===== config.mk =====
export PLATFORM = sky130hd
export DESIGN_NAME = lsa_ctrl
export DESIGN_NICKNAME = d
export VERILOG_FILES = /design/src/hdl/lsa_pkg.sv /design/src/hdl/lsa_ctrl.sv
export SDC_FILE = /design/constraint.sdc
export NUM_CORES = 1
export LEC_CHECK = 0
export BUFFER_PORTS_ARGS = -buffer_cell sky130_fd_sc_hd__buf_4
export CORE_AREA = 2 2 39 41
export CTS_BUF_LIST = sky130_fd_sc_hd__clkbuf_16
export CTS_CLUSTER_DIAMETER = 150
export DETAILED_ROUTE_END_ITERATION = 12
export DIE_AREA = 0 0 41 43
export PLACE_DENSITY = 0.53
export SLEW_MARGIN = 10
export SYNTH_ARGS = -nofsm -noshare
export SYNTH_HDL_FRONTEND = slang
export SYNTH_SLANG_ARGS = --single-unit
export TNS_END_PERCENT = 10

===== constraint.sdc =====
create_clock -name clk -period 2.1 [get_ports clk]
set_input_delay 0.42 -clock clk [delete_from_list [all_inputs] [get_ports clk]]
set_output_delay 0.42 -clock clk [all_outputs]
set_load 0.02 [all_outputs]

===== src/hdl/lsa_pkg.sv =====
// ----------------------------------------------------------------------------
// lsa_pkg : shared types and constants for the LIFO stack allocator
// Transaction payloads, operation and status codes, controller states and
// the command/status bundles between controller and datapath.
// ----------------------------------------------------------------------------
package lsa_pkg;

  localparam int BUFFER_BYTES = 4096;
  localparam int HEADER_BYTES = 8;
  localparam int ADDR_W       = $clog2(BUFFER_BYTES);
  localparam int OFS_W        = 13;
  // alignment masks reach 2^15-1, so top + header + mask + size fits in 17 bits
  localparam int ARITH_W      = 17;

  typedef enum logic [2:0] {
    FUNC_ALLOC   = 3'd0,
    FUNC_FREE    = 3'd1,
    FUNC_MARK    = 3'd2,
    FUNC_TO_MARK = 3'd3,
    FUNC_RESET   = 3'd4
  } func_e_t;

  typedef enum logic [2:0] {
    STS_OK        = 3'd0,
    STS_ZERO_SIZE = 3'd1,
    STS_NO_MEM    = 3'd2,
    STS_OUTSIDE   = 3'd3,
    STS_FREED     = 3'd4,
    STS_NOT_LIFO  = 3'd5,
    STS_NULL      = 3'd6,
    STS_MARKER    = 3'd7
  } status_e_t;

  typedef struct packed {
    logic [2:0]       func;
    logic [OFS_W-1:0] alloc_size;
    logic [3:0]       align_log2;
    logic [11:0]      block_offset;
    logic             block_is_null;
    logic [OFS_W-1:0] marker_offset;
  } in_t;

  typedef struct packed {
    status_e_t        status;
    logic [OFS_W-1:0] granted_offset;
    logic [OFS_W-1:0] used_bytes;
  } out_t;

  typedef enum logic [2:0] {
    ST_CLEAR,
    ST_IDLE,
    ST_EXEC,
    ST_ALLOC2,
    ST_FREE2
  } state_t;

  // controller -> datapath
  typedef struct packed {
    logic load_in;    // capture the accepted transaction
    logic calc_data;  // register the aligned data offset
    logic mem_rd;     // read the header of the block being freed
    logic commit;     // update the top and issue the result
    logic clr_step;   // clear one header entry
  } ctrl_cmd_t;

  // datapath -> controller
  typedef struct packed {
    logic [2:0] func;
    logic       free_ok;
    logic       clr_last;
    logic       out_free;
  } dp_sts_t;

endpackage


===== src/hdl/lsa_ctrl.sv =====
// ----------------------------------------------------------------------------
// lsa_ctrl : allocator sequencer
// Runs the post-reset clearing pass, then steps each transaction through EXEC
// (then ALLOC2 or FREE2 if needed) and commits it when the output is free.
// ----------------------------------------------------------------------------
module lsa_ctrl (
  input  logic               clk,
  input  logic               rst,
  input  logic               in_valid,
  output logic               in_ready,
  input  lsa_pkg::dp_sts_t   sts,
  output lsa_pkg::ctrl_cmd_t cmd
);
  import lsa_pkg::*;

  state_t state, state_next;
  logic   finish;

  always_ff @(posedge clk) begin
    if (rst) begin
      state <= ST_CLEAR;
    end else begin
      state <= state_next;
    end
  end

  always_comb begin
    state_next = state;
    cmd        = '0;
    in_ready   = 1'b0;
    finish     = 1'b0;
    unique case (state)
      ST_CLEAR: begin
        cmd.clr_step = 1'b1;
        if (sts.clr_last) begin
          state_next = ST_IDLE;
        end
      end
      ST_IDLE: begin
        in_ready = 1'b1;
        if (in_valid) begin
          cmd.load_in = 1'b1;
          state_next  = ST_EXEC;
        end
      end
      ST_EXEC: begin
        unique case (sts.func)
          FUNC_ALLOC: begin
            cmd.calc_data = 1'b1;
            state_next    = ST_ALLOC2;
          end
          FUNC_FREE: begin
            if (sts.free_ok) begin
              cmd.mem_rd = 1'b1;
              state_next = ST_FREE2;
            end else begin
              finish = 1'b1;
            end
          end
          default: finish = 1'b1;
        endcase
      end
      ST_ALLOC2, ST_FREE2: finish = 1'b1;
      default: state_next = ST_IDLE;
    endcase

    // commit once the output register can take the result; the next
    // transaction is taken in the same cycle
    if (finish && sts.out_free) begin
      cmd.commit = 1'b1;
      in_ready   = 1'b1;
      if (in_valid) begin
        cmd.load_in = 1'b1;
        state_next  = ST_EXEC;
      end else begin
        state_next  = ST_IDLE;
      end
    end
  end

endmodule


==> flow_summary.json <==
{
  "rr_worst_depth": 4,
  "cts_resized": 0,
  "p_switching_uw": 137,
  "min_period_ns": 1.86,
  "die_w_um": 41,
  "track_usage_pct": 12.0,
  "grt_pass1_vias": 340,
  "synthCells": 44,
  "syn_nets": 53,
  "final_net_count": 70,
  "avgSynthCellArea_um2": 7.45,
  "drt_wl_total_um": 867,
  "synth_cell_types": 27,
  "hold_path.startpoint": "rst",
  "setup_violations": 0,
  "fin_cells": 76,
  "initial_core_util_pct": 23.7,
  "worstSetupStartpoint": "state[1]",
  "cp_max_fo": 8,
  "dp_hpwl_um": 652,
  "top_regs": "state: 3 flops",
  "cts_num_sinks": 3,
  "worstPathCellList": "nor3b_4, and3_4, and2_2, buf_4",
  "synthesis.area_um2": 328,
  "holdPathEnd": "state[2]",
  "critical_path_class": "flip-flop to output port",
  "outcome": "finished, final reports clean",
  "ys_seq_area_share_pct": 18.3,
  "reg2reg_slack_ns": 0.72,
  "slew_headroom_pct": 78.1,
  "slew_viol_final": 0,
  "h-tree-depth": 1,
  "cpMaxStageDelayCell": "dfxtp_1",
  "antenna_found_initial": 0,
  "fin_skew_ns": 0.00568,
  "io_pins": 15,
  "seq_power_share_pct": 15.7,
  "swShare_pct": 26.9,
  "use_met1_pct": 16.3,
  "ys_ff_latch": 3,
  "critPathRequiredTime_ns": 1.68,
  "largest_register": "state",
  "place.port_buffers": 14,
  "clkTransAtPathRegs_ns": 0.03,
  "largest_reg_flops": 3,
  "hold_buffers": 0,
  "max_cap_violations": 0,
  "fillers": 146,
  "placed_cells": 72,
  "via_per_inst": 5.16,
  "drtIter0Drc": 4,
  "leakagePower_nw": 0.237,
  "grt.busiest_layer": "met1",
  "max_freq_mhz": 539,
  "antennaDiodeCount": 0,
  "worstPathArrival_ns": 1.44,
  "grt_max_degree": 10,
  "drive_gt1_share_pct": 40.0,
  "grt_overflow": 0,
  "ir_drop_mv": 0.774,
  "power_frac_clock_pct": 59.8,
  "power_uw": 508,
  "r2r-end": "state[0]",
  "routedWlPerCell_um": 11.4,
  "rsz0062_at_grt": "false",
  "area_growth_pct": 57.3,
  "combPwrFrac_pct": 24.5,
  "insertion_delay_ns": 0.23,
  "fp.dieArea_mm2": 0.00176,
  "die_y_um": 43,
  "holdPathStages": 2,
  "vias": 392,
  "cts_setup_buffers": 0,
  "power_per_cell_area_mw_per_mm2": 985,
  "period_share_pct": 88.4,
  "cts.path.max_buffers": 2,
  "grt_pass1_wl_um": 1410,
  "yosysWarnings": 0,
  "worst_pin_slew_ns": 0.329,
  "start_kind": "flip-flop",
  "core_area_mm2": 0.00138,
  "grt_util_met2_pct": 15.9,
  "cts_tree": "yes",
  "slowest_delay_ns": 0.46,
  "p_int_uw": 371,
  "cts-root-buf": "clkbuf_16",
  "timing.final.hold_violations": 0,
  "use_met3_pct": 4.71,
  "dr.pass1.iters": 4,
  "final.setup.tns_ns": 0,
  "cts_buffers": 3,
  "holdCritPathClass": "input pin to flip-flop",
  "place.gp.congestion": 0.869,
  "timing.rr.start": "state[1]",
  "endpoint_kind": "output port",
  "ant_nets": 0,
  "drc": 0,
  "rows": 14
}
-- power by group through the flow --
stage          Sequential, mW  Combinational [mW]  Clock, mW
4_1_cts                0.0794               0.125      0.308
6_report               0.0796               0.124      0.304
5_1_grt                0.0815               0.137      0.313
2_1_floorplan          0.0715              0.0883          0
3_3_place_gp           0.0803               0.126          0
3_5_place_dp           0.0801               0.124          0
-- synthesized netlist by cell type --
library cell	number	share of area (%)
nor2_1	5	5.7
a21oi_1	4	6.1
nand2_1	4	4.6
dfxtp_1	3	18
a21o_1	2	4.6
a311oi_1	2	5.3
and3_4	2	6.9
inv_2	2	2.3
nor3_1	2	3.1
a211o_1	1	2.7
a22oi_1	1	2.3
a31oi_1	1	1.9
and2_2	1	2.3
and3_1	1	1.9
buf_2	1	1.5
buf_6	1	3.4
inv_1	1	1.1
mux2i_1	1	3.1
nand2b_1	1	1.9
nor2b_1	1	1.9
nor3b_1	1	2.3
nor3b_4	1	5.7
nor4_1	1	1.9
o21a_1	1	2.3
o21a_2	1	2.7
o21ai_0	1	1.5
o221ai_1	1	2.7
-- per-layer routing --
metal	up-vias	share of wire [%]
li1	195	-
met2	18	39
met5	-	0
met1	177	48
met4	0	2.0
met3	2	12
-- kinds of logic after synthesis --
logic type | synth area share, %
flip-flops | 18.3
buffers and inverters | 8.39
AO/OA/AOI/OAI | 32.1
AND/OR/NAND/NOR | 38.2
multiplexers | 3.05
-- per-stage QoR --
stage	instance area (um^2)	hold WS (ns)	utilization (%)	setup slack [ns]
after CTS	515	0.397	37.3	0.235
after floorplan	328	0.499	-	0.413
after global routing	515	0.410	37.3	0.130
after global placement	437	0.637	31.6	0.330
after detailed placement	437	0.630	31.6	0.324
final	515	0.401	37.3	0.244
-- layout by cell type, fill, tap and decap left out, drive strengths merged --
master / synthesis / final
o21a: 2 / 2
buf: 2 / 14
a311oi: 2 / 2
nand2: 4 / 4
a31oi: 1 / 1
clkbuf: 0 / 3
inv: 3 / 4
o21ai: 1 / 1
nor3b: 2 / 2
o221ai: 1 / 1
nor3: 2 / 2
nor2b: 1 / 1
dfxtp: 3 / 3
and2: 1 / 1
a21oi: 4 / 4
nand2b: 1 / 1
and3: 3 / 3
a211o: 1 / 1
a21o: 2 / 2
nor4: 1 / 1
a22oi: 1 / 1
mux2i: 1 / 1
nor2: 5 / 5
-- area by class of cell --
cell class	count	area (um^2)	area share (%)
clock inverter	1	3.75	0.728
tap	16	20.0	3.88
multi-input combinational	36	240	46.6
clock buffer	3	75.1	14.6
sequential	3	60.1	11.7
inverter	3	11.3	2.18
timing repair buffer	14	105	20.4
-- critical path, delay by kind of cell (launching register included) --
kind / cells / cell delay, ns
buffers and inverters: 1 / 0.13
flip-flops: 1 / 0.46
AND/OR/NAND/NOR: 3 / 0.62
-- how the worst max path moves through the flow --
stage,cells past startpoint,end,slack (ns)
floorplan,4,cmd[4],0.41
global placement,6,cmd[4],0.33
detailed placement,5,cmd[1],0.32
CTS,4,cmd[2],0.24
global route,4,cmd[2],0.13
finish,4,cmd[2],0.24
Power figures use the tool's default switching activity.
